`config.mk`:
```
export PLATFORM = sky130hd
export DESIGN_NAME = sha_datapath
export DESIGN_NICKNAME = d
export VERILOG_FILES = /design/src/sha_pkg.sv /design/src/sha_datapath.sv
export SDC_FILE = /design/constraint.sdc
export NUM_CORES = 2
export LEC_CHECK = 0
export BUFFER_PORTS_ARGS = -buffer_cell sky130_fd_sc_hd__buf_4
export CAP_MARGIN = 20
export CORE_ASPECT_RATIO = 1.75
export CORE_UTILIZATION = 53
export CTS_CLUSTER_DIAMETER = 150
export DETAILED_ROUTE_END_ITERATION = 7
export PLACE_DENSITY = 0.7
export SLEW_MARGIN = 10
export SYNTH_ARGS = -nofsm -noshare
export SYNTH_HDL_FRONTEND = slang
export SYNTH_SLANG_ARGS = --single-unit
```
`constraint.sdc`:
```
create_clock -name clk_i -period 22.9 [get_ports clk_i]
set_clock_uncertainty 0.15 [all_clocks]
set_input_delay 0 -clock clk_i [delete_from_list [all_inputs] [get_ports clk_i]]
set_output_delay 0 -clock clk_i [all_outputs]
set_load 0.005 [all_outputs]
```
`src/sha_pkg.sv`:
```
// SHA-256 hasher package: round constants, initial chain, command/status types.
// No dependencies.
`timescale 1ns / 1ps
package sha_pkg;

  localparam logic [31:0] H_INIT [8] = '{
    32'h6a09e667, 32'hbb67ae85, 32'h3c6ef372, 32'ha54ff53a,
    32'h510e527f, 32'h9b05688c, 32'h1f83d9ab, 32'h5be0cd19
  };

  localparam logic [31:0] K_ROUND [64] = '{
    32'h428a2f98,32'h71374491,32'hb5c0fbcf,32'he9b5dba5,32'h3956c25b,32'h59f111f1,32'h923f82a4,
    32'hab1c5ed5,32'hd807aa98,32'h12835b01,32'h243185be,32'h550c7dc3,32'h72be5d74,32'h80deb1fe,
    32'h9bdc06a7,32'hc19bf174,32'he49b69c1,32'hefbe4786,32'h0fc19dc6,32'h240ca1cc,32'h2de92c6f,
    32'h4a7484aa,32'h5cb0a9dc,32'h76f988da,32'h983e5152,32'ha831c66d,32'hb00327c8,32'hbf597fc7,
    32'hc6e00bf3,32'hd5a79147,32'h06ca6351,32'h14292967,32'h27b70a85,32'h2e1b2138,32'h4d2c6dfc,
    32'h53380d13,32'h650a7354,32'h766a0abb,32'h81c2c92e,32'h92722c85,32'ha2bfe8a1,32'ha81a664b,
    32'hc24b8b70,32'hc76c51a3,32'hd192e819,32'hd6990624,32'hf40e3585,32'h106aa070,32'h19a4c116,
    32'h1e376c08,32'h2748774c,32'h34b0bcb5,32'h391c0cb3,32'h4ed8aa4a,32'h5b9cca4f,32'h682e6ff3,
    32'h748f82ee,32'h78a5636f,32'h84c87814,32'h8cc70208,32'h90befffa,32'ha4506ceb,32'hbef9a3f7,
    32'hc67178f2
  };

  localparam logic [7:0] PAD_BYTE    = 8'h80;
  localparam logic [5:0] LEN_OFFSET  = 6'd56;

  // byte source selected by the controller when writing the block buffer
  typedef enum logic [1:0] {
    BSEL_DATA = 2'd0,
    BSEL_PAD  = 2'd1,
    BSEL_ZERO = 2'd2,
    BSEL_LEN  = 2'd3
  } byte_sel_e;

  typedef struct packed {
    logic      wr_byte;     // write one byte at fill position, advance fill
    byte_sel_e byte_sel;
    logic      count_len;   // count a message byte
    logic      start_blk;   // load working vars from chain, round 0
    logic      do_round;    // one compression round
    logic      finish_blk;  // fold working vars into chain, clear fill
    logic      clear_msg;   // restore initial chain and zero length
  } dp_cmd_t;

  typedef struct packed {
    logic [5:0] fill;
    logic       last_round;
  } dp_stat_t;

  function automatic logic [31:0] ror32(input logic [31:0] x, input int unsigned s);
    ror32 = (x >> s) | (x << (32 - s));
  endfunction

endpackage

```
`src/sha_datapath.sv`:
```
// SHA-256 datapath: block buffer, schedule, working vars, chain, length.
// Depends on sha_pkg.
`timescale 1ns / 1ps
module sha_datapath (
  input  logic              clk_i,
  input  logic              rst_ni,
  input  logic [7:0]        data_byte_i,
  input  sha_pkg::dp_cmd_t  cmd_i,
  output sha_pkg::dp_stat_t stat_o,
  output logic [31:0]       chain_o [8]
);
  import sha_pkg::*;

  logic [31:0] buf_q [16];
  logic [5:0]  fill_q, fill_d;
  logic [63:0] len_q, len_d;
  logic [31:0] h_q [8];
  logic [31:0] v_q [8];
  logic [31:0] w_q [16];
  logic [5:0]  rnd_q;
  logic [7:0]  wbyte;
  logic [63:0] bits;
  logic [31:0] w_new, wt, t1, t2, a, e, x15, x2;

  assign bits = {len_q[60:0], 3'b000};

  always_comb begin
    unique case (cmd_i.byte_sel)
      BSEL_DATA: wbyte = data_byte_i;
      BSEL_PAD:  wbyte = PAD_BYTE;
      BSEL_ZERO: wbyte = 8'h00;
      BSEL_LEN:  wbyte = bits[{3'd7 - fill_q[2:0], 3'b000} +: 8];
      default:   wbyte = 8'h00;
    endcase
  end

  // buffer held as 16 big-endian words; rounds 0..15 read word rnd_q
  // schedule is held as a 16-word shift line, w_q[0] is oldest
  always_comb begin
    x15   = w_q[1];
    x2    = w_q[14];
    w_new = w_q[0] + (ror32(x15, 7) ^ ror32(x15, 18) ^ (x15 >> 3)) + w_q[9]
          + (ror32(x2, 17) ^ ror32(x2, 19) ^ (x2 >> 10));
    wt    = (rnd_q < 6'd16) ? buf_q[rnd_q[3:0]] : w_new;
    a  = v_q[0];
    e  = v_q[4];
    t1 = v_q[7] + (ror32(e, 6) ^ ror32(e, 11) ^ ror32(e, 25))
       + ((e & v_q[5]) ^ (~e & v_q[6])) + K_ROUND[rnd_q] + wt;
    t2 = (ror32(a, 2) ^ ror32(a, 13) ^ ror32(a, 22))
       + ((a & v_q[1]) ^ (a & v_q[2]) ^ (v_q[1] & v_q[2]));
  end

  always_comb begin
    fill_d = fill_q;
    len_d  = len_q;
    if (cmd_i.wr_byte) fill_d = fill_q + 6'd1;
    if (cmd_i.finish_blk) fill_d = '0;
    if (cmd_i.count_len) len_d = len_q + 64'd1;
    if (cmd_i.clear_msg) begin
      fill_d = '0;
      len_d  = '0;
    end
  end

  always_ff @(posedge clk_i or negedge rst_ni) begin
    if (!rst_ni) begin
      fill_q <= '0;
      len_q  <= '0;
      rnd_q  <= '0;
      for (int i = 0; i < 8; i++) h_q[i] <= H_INIT[i];
    end else begin
      fill_q <= fill_d;
      len_q  <= len_d;
      if (cmd_i.start_blk) rnd_q <= '0;
      else if (cmd_i.do_round) rnd_q <= rnd_q + 6'd1;
      if (cmd_i.clear_msg)
        for (int i = 0; i < 8; i++) h_q[i] <= H_INIT[i];
      else if (cmd_i.finish_blk)
        for (int i = 0; i < 8; i++) h_q[i] <= h_q[i] + v_q[i];
    end
  end

  always_ff @(posedge clk_i) begin
    if (cmd_i.wr_byte) buf_q[fill_q[5:2]][{~fill_q[1:0], 3'b000} +: 8] <= wbyte;
    if (cmd_i.start_blk) begin
      for (int i = 0; i < 8; i++) v_q[i] <= h_q[i];
    end else if (cmd_i.do_round) begin
      v_q[7] <= v_q[6];
      v_q[6] <= v_q[5];
      v_q[5] <= e;
      v_q[4] <= v_q[3] + t1;
      v_q[3] <= v_q[2];
      v_q[2] <= v_q[1];
      v_q[1] <= a;
      v_q[0] <= t1 + t2;
      for (int i = 0; i < 15; i++) w_q[i] <= w_q[i+1];
      w_q[15] <= wt;
    end
  end

  assign stat_o.fill       = fill_q;
  assign stat_o.last_round = (rnd_q == 6'd63);
  assign chain_o = h_q;
endmodule

```
======== Yosys cells after proc, flatten, opt, wreduce, memory -nomap -nowiden ========
Memories as Yosys holds them, arrays and structs flattened.
Cells that the tools add are included.
storage, ports and cells
  memory bits (read-only) ................. 2048
  output and inout port bits .............. 263
  memories ................................ 4
  flip-flop bits (word level) ............. 332
  logic and storage cells ................. 117
  bits in latches ......................... 0
  bits in writable memories ............... 1280
memories
  memory           depth  bits a word  read ports  clocked after Yosys merged registers in  write ports  RTL line            RTL
  (no name shown)  64     32           1           0                                        0            sha_datapath.sv:48  + ((e & v_q[5]) ^ (~e & v_q[6])) + K_ROUND[rnd_q] + wt;
  buf_q            16     32           1           0                                        1            sha_datapath.sv:14  logic [31:0] buf_q [16];
  w_q              16     32           16          0                                        16           sha_datapath.sv:19  logic [31:0] w_q [16];
  v_q              8      32           8           0                                        8            sha_datapath.sv:18  logic [31:0] v_q [8];
cells by class
  $add $sub $neg .......................... 23
  $lt $le $gt $ge ......................... 2
  reductions and logical operators ........ 5
  shift-type cells ........................ 3
  mux-type cells .......................... 28
  equal/unequal tests ..................... 4
  multiply operators ...................... 0
  divide/modulo/power cells ............... 0
  bitwise operators ....................... 37
operator list
  operator                                              number
  adder 32 bit                                          18
  two-way mux 256 bit                                   2
  two-way mux 32 bit                                    12
  XOR 32 bit                                            9
  AND 32 bit                                            5
  two-way mux 64 bit                                    2
  adder 64 x 1 -> 64 bit, second input constant         1
  indexed part select 64 x 7 -> 8 bit                   1
  NOT 32 bit                                            1
  OR 10 x 32 -> 32 bit                                  1
  OR 13 x 32 -> 32 bit                                  1
  OR 14 x 32 -> 32 bit                                  1
  OR 15 x 32 -> 32 bit                                  1
  OR 19 x 32 -> 32 bit                                  1
  OR 21 x 32 -> 32 bit                                  1
  OR 25 x 32 -> 32 bit                                  1
  OR 26 x 32 -> 32 bit                                  1
  OR 30 x 32 -> 32 bit                                  1
  OR 7 x 32 -> 32 bit                                   1
  case mux 8 bit (4 select lines)                       1
  variable shift 8 x 7 -> 32 bit, first input constant  1
  indexed part select 8 x 7 -> 32 bit                   1
  XOR 32 x 22 -> 32 bit                                 1
  XOR 32 x 29 -> 32 bit                                 1
  16 further kinds                                      36

======== Longest topological paths before layout ========
An unclocked memory read counts as a cell.
  depth in word-level cells ............... 11
  mapped depth ............................ 48

======== Worst setup path before layout ========
OpenSTA, ideal clock, no wires.
  path kind ............................... input-to-reg
  from .................................... in cmd_i[2] in the netlist's numbering
  to ...................................... mem w_q[0][0], enable pin
  buffers on the path ..................... 3
  path slack .............................. 7042 ps
  required time ........................... 21673 ps
  setup time .............................. 1077 ps
  stages .................................. 5
  arrival ................................. 14630 ps
  path through ............................ clkbuf_1 nand2b_1 clkbuf_1 clkinv_1 clkbuf_1
RTL lines
  item             RTL line            RTL
  start, declared  sha_datapath.sv:8   input sha_pkg::dp_cmd_t cmd_i,
  end, declared    sha_datapath.sv:19

==> run metrics <==
Max H-tree Level=4; yosys warns=0; core area=about 0.16 sq mm; clock-pin transition on the worst setup and hold timing paths=roughly 0.07 ns; routed wire length=273,000 um; antenna viol nets, final=0; Post-CTS Resized=0; Worst setup SP type=register; grt ovf=0; # rows=197; Synth top area share=about 44%; IO Port Bufs=280; number of synthesized flops with an enable pin=1,280; Slew Viols, Final=0; Setup CP Type=register to register; syn nets=~8,100; initial antenna violation count=4; relative slew slack=less than 1%; RSZ-0062 raised after global routing=false; Worst Setup EP=v_q[0][30]$_DFFE_PP_; final setup fails=0; Peak Freq=approximately 80 MHz; DR vias=between 60,000 and 70,000; die width=310 um; most common cell after layout, fill and taps aside=edfxtp_1; clk sinks=1,609; Critical Path RT=around 23 ns; # IOs=between 200 and 300; path depth of the worst reg2reg path=47; CP Max Fanout=5; # hold bufs at CTS=16; Vias/cell=6.09; worst slew pin tran=roughly 1.5 ns; Mapped Cells=approximately 7,500; layout cells sized above 1=12.7%; final worst path period need=between 10 and 15 ns; top post-synthesis cells by area=edfxtp_1 44%, ha_1 5.8%, dfrtp_1 5.5%; Root Driver=clkbuf_16; first-pass GRT wire length=~400,000 um; wire length per cell=roughly 27 um; Initial Util=a little over half; TritonCTS clock tree=done; post-route clock period utilization=a little over half; mean post-synth cell area=about 12 sq um; vias in the first global route=61,200; status=completed; Initial DRC Count=between 5,000 and 6,000; Total Nets Final=approximately 8,400; gpl congestion=1.00; Die ar.=~0.17 sq mm; setup TNS=0 ns; CP most frequent cell=fa_1; sequential element share of the synthesized area=53.2%; Clock Path Buffers=4; DR pass1 iterations=6; post-synth top area cell=edfxtp_1; CTS Buf Count=roughly 160; Max stage delay on crit path=around 0.52 ns; Die Y=about 540 um; mapped cell area=around 0.09 sq mm; Post-CTS Setup Bufs=0; type of the most critical hold path=input port to register; Reg-to-Reg End=v_q[0][30]$_DFFE_PP_; Synth async-reset ratio=slightly above 20%; #FFs+latches synth=1,609; GRT Overall Usage=32.6%; Critical Path Sink Type=register; reg2reg start=w_q[1][19]$_DFFE_PP_; hold slack final=~0.047 ns; maxcap violations=0; Critical Path AT=between 10 and 15 ns; slowest CP cell=fa_1; DPL Wire Length=between 200,000 and 250,000 um; ys flop type=edfxtp_1; Hold Vio Cnt, Final=0; most frequent cells in the layout=1,280 x edfxtp_1, 1,002 x nand2_1, 555 x nor2_1, 433 x inv_1, 428 x o21ai_0; largest net degree at the start of global routing=around 170; DR DRC count=0; Skew-Pair Late Insertion Delay=roughly 0.84 ns; Area growth syn-to-layout=10.8%; CP startpoint=w_q[1][19]$_DFFE_PP_; synth unique cells=94; r2r setup slk=10.64 ns
synth_stat cells (all sizes together) (64+ instances only):
master / number
nor3: 101
o21a: 75
nand2: 1003
xnor2: 407
nor2: 560
a211oi: 66
a21o: 165
dfstp: 136
dfrtp: 193
nand3: 109
mux2i: 76
a21oi: 421
fa: 196
mux4: 177
ha: 405
clkbuf: 276
inv: 436
xor2: 194
o21ai: 435
edfxtp: 1280
nand2b: 64
per-layer routing:
metal / up-vias / global-route usage [%] / routed length (um)
li1: 27400 / - / -
met1: 30400 / 37.5 / 96600
met2: 2535 / 55.7 / 136000
met3: 748 / 5.33 / 18600
met4: 2 / 21.4 / 21000
met5: - / 0 / 12
flip-flops by register name (all words and copies together), names as in the netlist:
name and count:
len_q 61, chain_o 256, w_q 512, v_q 256, buf_q 512, rnd_q 6, fill_q 6
worst min-delay path by stage:
stage,startpoint,endpoint,slack [ns],cells past startpoint
after detailed placement,rst_ni,chain_o[196]$_DFFE_PN0P_,-0.04,1
after global routing,cmd_i[0],chain_o[185]$_DFFE_PN0P_,0.05,3
after floorplan,rst_ni,chain_o[103]$_DFFE_PN0P_,-0.45,0
after CTS,cmd_i[4],len_q[3]$_DFFE_PN0P_,0.01,5
after global placement,rst_ni,chain_o[196]$_DFFE_PN0P_,-0.04,1
final,cmd_i[4],len_q[3]$_DFFE_PN0P_,0.05,5
cell families after synthesis:
family	after synthesis	share of synthesized area [%]
and+or+nand+nor	2111	10.4
DFF	1609	53.2
AOI/OAI and AO/OA	1534	10.9
buffers and inverters	768	3.28
adders and majority gates	605	10.3
xor gates and xnor gates	601	5.98
muxes	298	5.97
layout make-up:
class                           instances  area (sq um)
Fill cell                           13500         67100
Sequential cell                      1609         46900
Multi-Input combinational cell       5149         38300
Clock buffer                          197          4250
Timing Repair Buffer                  379          2990
Tap cell                             2189          2740
Inverter                              437          1650
Clock inverter                         82           739
Antenna cell                            2          5.00
metrics by stage:
stage | setup slack, ns | instance area [sq um] | utilization, % | instances
2_1_floorplan | 7.04 | 88000 | - | 7526
3_3_place_gp | 10.81 | 92300 | 56.0 | 9736
3_5_place_dp | 10.76 | 92300 | 56.1 | 9740
4_1_cts | 10.69 | 97500 | 59.2 | 10000
5_1_grt | 9.87 | 97500 | 59.2 | 10000
6_report | 10.64 | 97500 | 59.2 | 10000
critical path, delay by kind of cell (launching register included):
family | cells | cell delay, ns
AND/OR/NAND/NOR | 7 | 1.13
multiplexers | 1 | 0.31
AO/OA/AOI/OAI | 20 | 4.86
adder cells (fa/ha/maj) | 10 | 4.23
buffers and inverters | 6 | 0.50
flip-flops | 1 | 0.48
XOR/XNOR | 3 | 0.46
Power is left out: the tool's default activity adds up to more than one toggle a clock period on the data nets, which glitch-free logic cannot reach.
