[src/sha_pkg.sv]
// SHA-256 hasher package: round constants, initial chain, command/status types.
// No dependencies.
`timescale 1ns / 1ps
package sha_pkg;

  localparam logic [31:0] H_INIT [8] = '{
    32'h6a09e667, 32'hbb67ae85, 32'h3c6ef372, 32'ha54ff53a,
    32'h510e527f, 32'h9b05688c, 32'h1f83d9ab, 32'h5be0cd19
  };

  localparam logic [31:0] K_ROUND [64] = '{
    32'h428a2f98,32'h71374491,32'hb5c0fbcf,32'he9b5dba5,32'h3956c25b,32'h59f111f1,32'h923f82a4,
    32'hab1c5ed5,32'hd807aa98,32'h12835b01,32'h243185be,32'h550c7dc3,32'h72be5d74,32'h80deb1fe,
    32'h9bdc06a7,32'hc19bf174,32'he49b69c1,32'hefbe4786,32'h0fc19dc6,32'h240ca1cc,32'h2de92c6f,
    32'h4a7484aa,32'h5cb0a9dc,32'h76f988da,32'h983e5152,32'ha831c66d,32'hb00327c8,32'hbf597fc7,
    32'hc6e00bf3,32'hd5a79147,32'h06ca6351,32'h14292967,32'h27b70a85,32'h2e1b2138,32'h4d2c6dfc,
    32'h53380d13,32'h650a7354,32'h766a0abb,32'h81c2c92e,32'h92722c85,32'ha2bfe8a1,32'ha81a664b,
    32'hc24b8b70,32'hc76c51a3,32'hd192e819,32'hd6990624,32'hf40e3585,32'h106aa070,32'h19a4c116,
    32'h1e376c08,32'h2748774c,32'h34b0bcb5,32'h391c0cb3,32'h4ed8aa4a,32'h5b9cca4f,32'h682e6ff3,
    32'h748f82ee,32'h78a5636f,32'h84c87814,32'h8cc70208,32'h90befffa,32'ha4506ceb,32'hbef9a3f7,
    32'hc67178f2
  };

  localparam logic [7:0] PAD_BYTE    = 8'h80;
  localparam logic [5:0] LEN_OFFSET  = 6'd56;

  // byte source selected by the controller when writing the block buffer
  typedef enum logic [1:0] {
    BSEL_DATA = 2'd0,
    BSEL_PAD  = 2'd1,
    BSEL_ZERO = 2'd2,
    BSEL_LEN  = 2'd3
  } byte_sel_e;

  typedef struct packed {
    logic      wr_byte;     // write one byte at fill position, advance fill
    byte_sel_e byte_sel;
    logic      count_len;   // count a message byte
    logic      start_blk;   // load working vars from chain, round 0
    logic      do_round;    // one compression round
    logic      finish_blk;  // fold working vars into chain, clear fill
    logic      clear_msg;   // restore initial chain and zero length
  } dp_cmd_t;

  typedef struct packed {
    logic [5:0] fill;
    logic       last_round;
  } dp_stat_t;

  function automatic logic [31:0] ror32(input logic [31:0] x, input int unsigned s);
    ror32 = (x >> s) | (x << (32 - s));
  endfunction

endpackage

[src/sha_ctrl.sv]
// SHA-256 controller: accepts requests, sequences padding, rounds and digest output.
// Depends on sha_pkg.
`timescale 1ns / 1ps
module sha_ctrl (
  input  logic              clk_i,
  input  logic              rst_ni,
  input  logic              in_valid_i,
  output logic              in_ready_o,
  input  logic              has_byte_i,
  input  logic              eom_i,
  input  logic              out_ready_i,
  output logic              out_valid_o,
  output logic [2:0]        out_idx_o,
  input  sha_pkg::dp_stat_t stat_i,
  output sha_pkg::dp_cmd_t  cmd_o
);
  import sha_pkg::*;

  typedef enum logic [6:0] {
    S_IDLE  = 7'b0000001,
    S_ROUND = 7'b0000010,
    S_PAD   = 7'b0000100,
    S_ZERO  = 7'b0001000,
    S_LEN   = 7'b0010000,
    S_OUT   = 7'b0100000,
    S_FOLD  = 7'b1000000
  } state_e;

  state_e     state_q, state_d;
  logic       eom_q, eom_d;    // padding pending after current block
  logic       fin_q, fin_d;    // current block is the final one
  logic       pad_open_q, pad_open_d;  // pad byte written, digest not yet out
  logic [2:0] idx_q, idx_d;

  always_comb begin
    state_d    = state_q;
    eom_d      = eom_q;
    fin_d      = fin_q;
    pad_open_d = pad_open_q;
    idx_d      = idx_q;
    cmd_o      = '0;
    cmd_o.byte_sel = BSEL_DATA;
    in_ready_o  = 1'b0;
    out_valid_o = 1'b0;
    unique case (state_q)
      S_IDLE: begin
        in_ready_o = 1'b1;
        if (in_valid_i) begin
          if (has_byte_i) begin
            cmd_o.wr_byte   = 1'b1;
            cmd_o.count_len = 1'b1;
          end
          eom_d = eom_i;
          fin_d = 1'b0;
          if (has_byte_i && stat_i.fill == 6'd63) begin
            cmd_o.start_blk = 1'b1;
            state_d = S_ROUND;
          end else if (eom_i) begin
            state_d = S_PAD;
          end
        end
      end
      S_PAD: begin
        cmd_o.wr_byte  = 1'b1;
        cmd_o.byte_sel = BSEL_PAD;
        eom_d      = 1'b0;
        pad_open_d = 1'b1;
        state_d = (stat_i.fill == LEN_OFFSET - 6'd1) ? S_LEN : S_ZERO;
        if (stat_i.fill == 6'd63) begin
          cmd_o.start_blk = 1'b1;
          state_d = S_ROUND;
        end
      end
      S_ZERO: begin
        cmd_o.wr_byte  = 1'b1;
        cmd_o.byte_sel = BSEL_ZERO;
        if (stat_i.fill == 6'd63) begin
          cmd_o.start_blk = 1'b1;
          state_d = S_ROUND;
        end else if (stat_i.fill == LEN_OFFSET - 6'd1 && !eom_q) begin
          state_d = S_LEN;
        end
      end
      S_LEN: begin
        cmd_o.wr_byte  = 1'b1;
        cmd_o.byte_sel = BSEL_LEN;
        if (stat_i.fill == 6'd63) begin
          cmd_o.start_blk = 1'b1;
          fin_d   = 1'b1;
          state_d = S_ROUND;
        end
      end
      S_ROUND: begin
        cmd_o.do_round = 1'b1;
        if (stat_i.last_round) state_d = S_FOLD;
      end
      S_FOLD: begin
        // fold after round 63 has settled into the working vars
        cmd_o.finish_blk = 1'b1;
        if (fin_q) begin
          idx_d   = '0;
          state_d = S_OUT;
        end else if (eom_q) begin
          state_d = S_PAD;
        end else if (pad_open_q) begin
          // pad overflowed the block: zero fill and length go in a new one
          state_d = S_ZERO;
        end else begin
          state_d = S_IDLE;
        end
      end
      S_OUT: begin
        out_valid_o = 1'b1;
        pad_open_d  = 1'b0;
        if (out_ready_i) begin
          idx_d = idx_q + 3'd1;
          if (idx_q == 3'd7) begin
            cmd_o.clear_msg = 1'b1;
            state_d = S_IDLE;
          end
        end
      end
      default: state_d = S_IDLE;
    endcase
  end

  always_ff @(posedge clk_i or negedge rst_ni) begin
    if (!rst_ni) begin
      state_q    <= S_IDLE;
      eom_q      <= 1'b0;
      fin_q      <= 1'b0;
      idx_q      <= '0;
      pad_open_q <= 1'b0;
    end else begin
      state_q    <= state_d;
      eom_q      <= eom_d;
      fin_q      <= fin_d;
      idx_q      <= idx_d;
      pad_open_q <= pad_open_d;
    end
  end

  assign out_idx_o = idx_q;
endmodule

[config.mk]
export PLATFORM = sky130hd
export DESIGN_NAME = sha_ctrl
export DESIGN_NICKNAME = d
export VERILOG_FILES = /design/src/sha_pkg.sv /design/src/sha_ctrl.sv
export SDC_FILE = /design/constraint.sdc
export NUM_CORES = 1
export LEC_CHECK = 0
export BUFFER_PORTS_ARGS = -buffer_cell sky130_fd_sc_hd__buf_2
export CAP_MARGIN = 30
export CORE_UTILIZATION = 54
export CTS_CLUSTER_DIAMETER = 80
export DETAILED_ROUTE_END_ITERATION = 6
export HOLD_SLACK_MARGIN = 0.08
export MAX_ROUTING_LAYER = met4
export PLACE_DENSITY = 0.89
export SYNTH_ARGS = -nofsm -noshare
export SYNTH_HDL_FRONTEND = slang
export SYNTH_SLANG_ARGS = --single-unit
[constraint.sdc]
create_clock -name clk_i -period 3.2 [get_ports clk_i]
set_clock_uncertainty 0.15 [all_clocks]
set_input_delay 0.64 -clock clk_i [delete_from_list [all_inputs] [get_ports clk_i]]
set_output_delay 0.64 -clock clk_i [all_outputs]
set_load 0.01 [all_outputs]
* After elaboration in Yosys (flattened, before gate mapping)
Index checks and enable logic that the tools add are counted.
Storage, ports and cells: input bits 13, flip-flop bits (word level) 13, output and inout bits 13
Cells by class: reductions and logical operators 12, add/sub/neg operators 1, eq/ne operators 18, muxes and demuxes 40
Operators with widths (number):
- 7-bit two-way mux | 11
- 7-bit case mux with 7 select lines | 1
- 1-bit two-way mux | 15
- 6-bit == test, second input constant | 2
- 2-bit != test, second input constant | 6
- 5-bit two-way mux | 2
- 1-bit case mux with 2 select lines | 5
- 2-bit nonzero test | 4
- 7-bit by 1-bit == test with 1-bit output, second input constant | 1
- 7-bit by 2-bit == test with 1-bit output, second input constant | 1
- 7-bit by 3-bit == test with 1-bit output, second input constant | 1
- 7-bit by 4-bit == test with 1-bit output, second input constant | 1
- 7-bit by 5-bit == test with 1-bit output, second input constant | 1
- 7-bit by 6-bit == test with 1-bit output, second input constant | 1
- 7-bit == test, second input constant | 1
- 7-bit AND reduction | 1
- 3-bit two-way mux | 2
- 3-bit != test, second input constant | 2
- 2-bit case mux with 3 select lines | 1
- 3-bit case mux with 2 select lines | 1
- 3-bit AND reduction | 2
- 4-bit two-way mux | 1
- 3-bit by 1-bit adder with 3-bit output, second input constant | 1
- 3-bit == test, second input constant | 1
- 5 further kinds | 6

* Longest topological paths before layout
depth in word-level cells 5, depth in mapped cells 7

* Worst setup path before layout
No wires, ideal clock.
kind reg2out, start reg state_q[3], end out cmd_o[3] (netlist bit), cell stages (with the launch flop) 8, data required time 2.410 ns, arrival 1.659 ns, path slack 0.751 ns, cell sequence dfrtp_1 -> buf_4 -> nor3_4 -> and4b_1 -> buf_6 -> nand2_1 -> o21ai_1 -> nor2b_1
RTL lines:
- start: declaration | RTL line sha_ctrl.sv:29 | state_e state_q, state_d;
- start signal: assignment | RTL line sha_ctrl.sv:135 | state_q <= state_d;
- end: declaration | RTL line sha_ctrl.sv:15 | output sha_pkg::dp_cmd_t cmd_o

==> flow_summary_export.csv <==
group,metric,value,unit
logic_synthesis,yosys_register_bits,13,
clock_tree,clk_pin_slew,0.09,ns
floorplanning,io_pins,26,
run_status,outcome,"finished clean",
floorplanning,die_height,43.1,µm
place,dp_cells,135,
power_and_ir_drop,p_leak,0.529,nW
timing,finalCritPeriodShare,88.2,%
hold_path,hp-class,"in -> async",
timing,fmax,354,MHz
detailed_routing,first_pass_iters,4,
floorplanning,core.rowCount,14,
logic_synthesis,synth_cells,100,
logic_synthesis,async_flop_share,100,%
logic_synthesis,synth_top_area_share,33.0,%
timing,finalSetupViolations,0,
floorplanning,die_x,43.1,µm
global_route,grt_max_degree,14,
timing,setup_tns,0,ns
global_route,grt_pass1_wl,3500,µm
timing,slew-limit-headroom,69.9,%
logic_synthesis,yosysUniqueCellTypes,42,
detailed_routing,drcViolationCount,0,
final_layout,drive_above_1_share,30.9,%
global_route,overflow,0,
setup_path,critPathRequiredTime,2.41,ns
logic_synthesis,ys.warnings.count,0,
detailed_routing,viasPerCell,6.23,
clock_tree,hold_buffers,0,
setup_path,setup.worst_path.start_class,"flip-flop",
global_route,grt_use_total,26.6,%
setup_path,crit_fanout,9,
timing,hold_violations,0,
setup_path,critPathKind,"reg -> out",
power_and_ir_drop,power_density,717,mW/mm²
clock_tree,cts_buffer_depth,2,
final_layout,final_cells,139,
clock_tree,cts_setup_buffers,0,
detailed_routing,vias,866,
floorplanning,core,0.00154,mm²
clock_tree,cts_resized,0,
logic_synthesis,syn_nets,115,
setup_path,endpoint_kind,"output pin",
global_route,grt_pass1_vias,819,
clock_tree,numCtsBuffers,3,
floorplanning,dieArea,0.00186,mm²
detailed_routing,ant_nets,0,
logic_synthesis,ys_seq_area_share,35.9,%
final_layout,diodes,0,
detailed_routing,finalWirelength,2140,µm
final_layout,layout.nets,139,
place,place_congestion,0.889,
logic_synthesis,yosysTopAreaCell,"dfrtp_1",
timing,rsz0062_at_grt,"false",
clock_tree,clock-sinks,13,
final_layout,fillers,127,
clock_tree,h-tree-depth,1,
setup_path,r2r_slack,1.00,ns
clock_tree,clk_latency,0.28,ns
detailed_routing,detail_route.iter0.violations,31,
logic_synthesis,synth_area,911,µm²
timing,period_minus_slack,2.82,ns
timing,slew_violations,0,
place,place.port_buffers,25,
global_route,antenna_found_initial,0,
power_and_ir_drop,ir_drop,0.000457,V
timing,worst_pin_slew,0.448,ns
clock_tree,cts_tree,"done",
logic_synthesis,dominantRegCellSynth,"dfrtp_1",
floorplanning,start_util,59.1,%
clock_tree,clockRootBuffer,"clkbuf_4",
detailed_routing,wire_per_inst,15.4,µm
flow_run,cap_viol_max_count,0,
logic_synthesis,synth.area.top_cells,"dfrtp_1, nor2_1, nand2_1, dfstp_2, xor2_1",
setup_path,critPathArrivalTime,2.03,ns
logic_synthesis,synth_edf_count,0,
place,dp_hpwl,1640,µm
final_layout,areaGrowthSynthToFinish,13.9,%
logic_synthesis,syn_area_per_cell,9.11,µm²
worst max-delay path, cell delays in order (launching register included):
cell and delay, ns:
dfrtp_1 0.51, nor3_4 0.33, and4b_1 0.35, nand2_1 0.14, o21ai_1 0.15, nor2b_1 0.13, buf_2 0.13
synth_stat cells, drive strengths merged (2+ instances only):
library cell,number
nand4,2
nor3,3
xor2,3
nor2,12
nand2,10
o21ai,4
and4b,2
dfrtp,12
buf,4
a32o,2
inv,4
nand3b,2
and3,3
o21a,2
nor2b,4
nand3,2
ha,2
nand2b,2
nor3b,3
clkbuf,2
a31oi,3
o211ai,2
per-layer routing:
metal	routed length [µm]	GRT usage, %
met5	0	-
met4	51	14.5
met3	111	5.11
met2	1070	39.1
met1	902	34.6
worst paths after layout:
check / start / to / cells past startpoint
max: state_q[3] / cmd_o[3] / 6
min: rst_ni / state_q[1] / 1
max reg2reg: state_q[5] / state_q[0] / 5
min reg2reg: out_idx_o[0] / out_idx_o[0] / 1
max in group asynchronous: rst_ni / state_q[0] / 1
min in group clk_i: out_idx_o[0] / out_idx_o[0] / 1
sequential cells by signal, indices dropped and copies added (netlist names):
register	count
eom_q	1
fin_q	1
out_idx_o	3
pad_open_q	1
state_q	7
where the power goes:
part	total (mW)	switching [mW]	internal, mW
Sequential	0.260	0.0610	0.199
Clock	0.106	0.0579	0.0484
Combinational	0.377	0.198	0.178
Total	0.744	0.317	0.426
cells by family (layout without fill, tap and decap cells):
group / Yosys count / after routing / synth area share (%)
DFF: 13 / 13 / 35.9
muxes: 2 / 2 / 2.75
and+or+nand+nor: 48 / 48 / 30.5
buffers and inverters: 10 / 33 / 6.59
xor gates and xnor gates: 4 / 4 / 3.85
adders and majority gates: 2 / 2 / 2.75
AOI/OAI and AO/OA: 21 / 21 / 17.7
final cells by class:
| class | count | area (µm²) | area share, % |
|---|---|---|---|
| Clock buffer | 4 | 26.3 | 2.53 |
| Sequential cell | 13 | 327 | 31.5 |
| Timing Repair Buffer | 25 | 125 | 12.1 |
| Inverter | 4 | 15.0 | 1.45 |
| Multi-Input combinational cell | 77 | 524 | 50.5 |
| Tap cell | 16 | 20.0 | 1.93 |
layout by cell type (no fill, tap or decap), types with 2 or more instances in the layout:
| cell | count |
|---|---|
| nor2b_1 | 4 |
| dfrtp_1 | 12 |
| a31oi_1 | 3 |
| nand2_1 | 10 |
| xor2_1 | 3 |
| o21a_1 | 2 |
| a32o_1 | 2 |
| nand3b_1 | 2 |
| o21ai_0 | 3 |
| inv_1 | 4 |
| and3_2 | 2 |
| o211ai_1 | 2 |
| and4b_1 | 2 |
| clkbuf_4 | 3 |
| nand4_1 | 2 |
| nand3_1 | 2 |
| nor2_1 | 12 |
| nor3_1 | 2 |
| buf_2 | 25 |
| nor3b_1 | 3 |
| ha_1 | 2 |
per-stage QoR:
| step | power, mW | util (%) | setup WS (ns) | hold slack [ns] | instance area (µm²) |
|---|---|---|---|---|---|
| finish | 0.744 | 67.3 | 0.378 | 0.0772 | 1040 |
| global route | 0.789 | 67.3 | 0.218 | 0.0988 | 1040 |
| CTS | 0.741 | 67.3 | 0.376 | 0.0813 | 1040 |
| detailed placement | 0.632 | 65.6 | 0.722 | 0.355 | 1010 |
| global placement | 0.613 | 65.6 | 0.793 | 0.348 | 1010 |
| floorplan | 0.573 | - | 0.751 | 0.194 | 911 |
No activity file was read; power rests on OpenSTA's default activity.
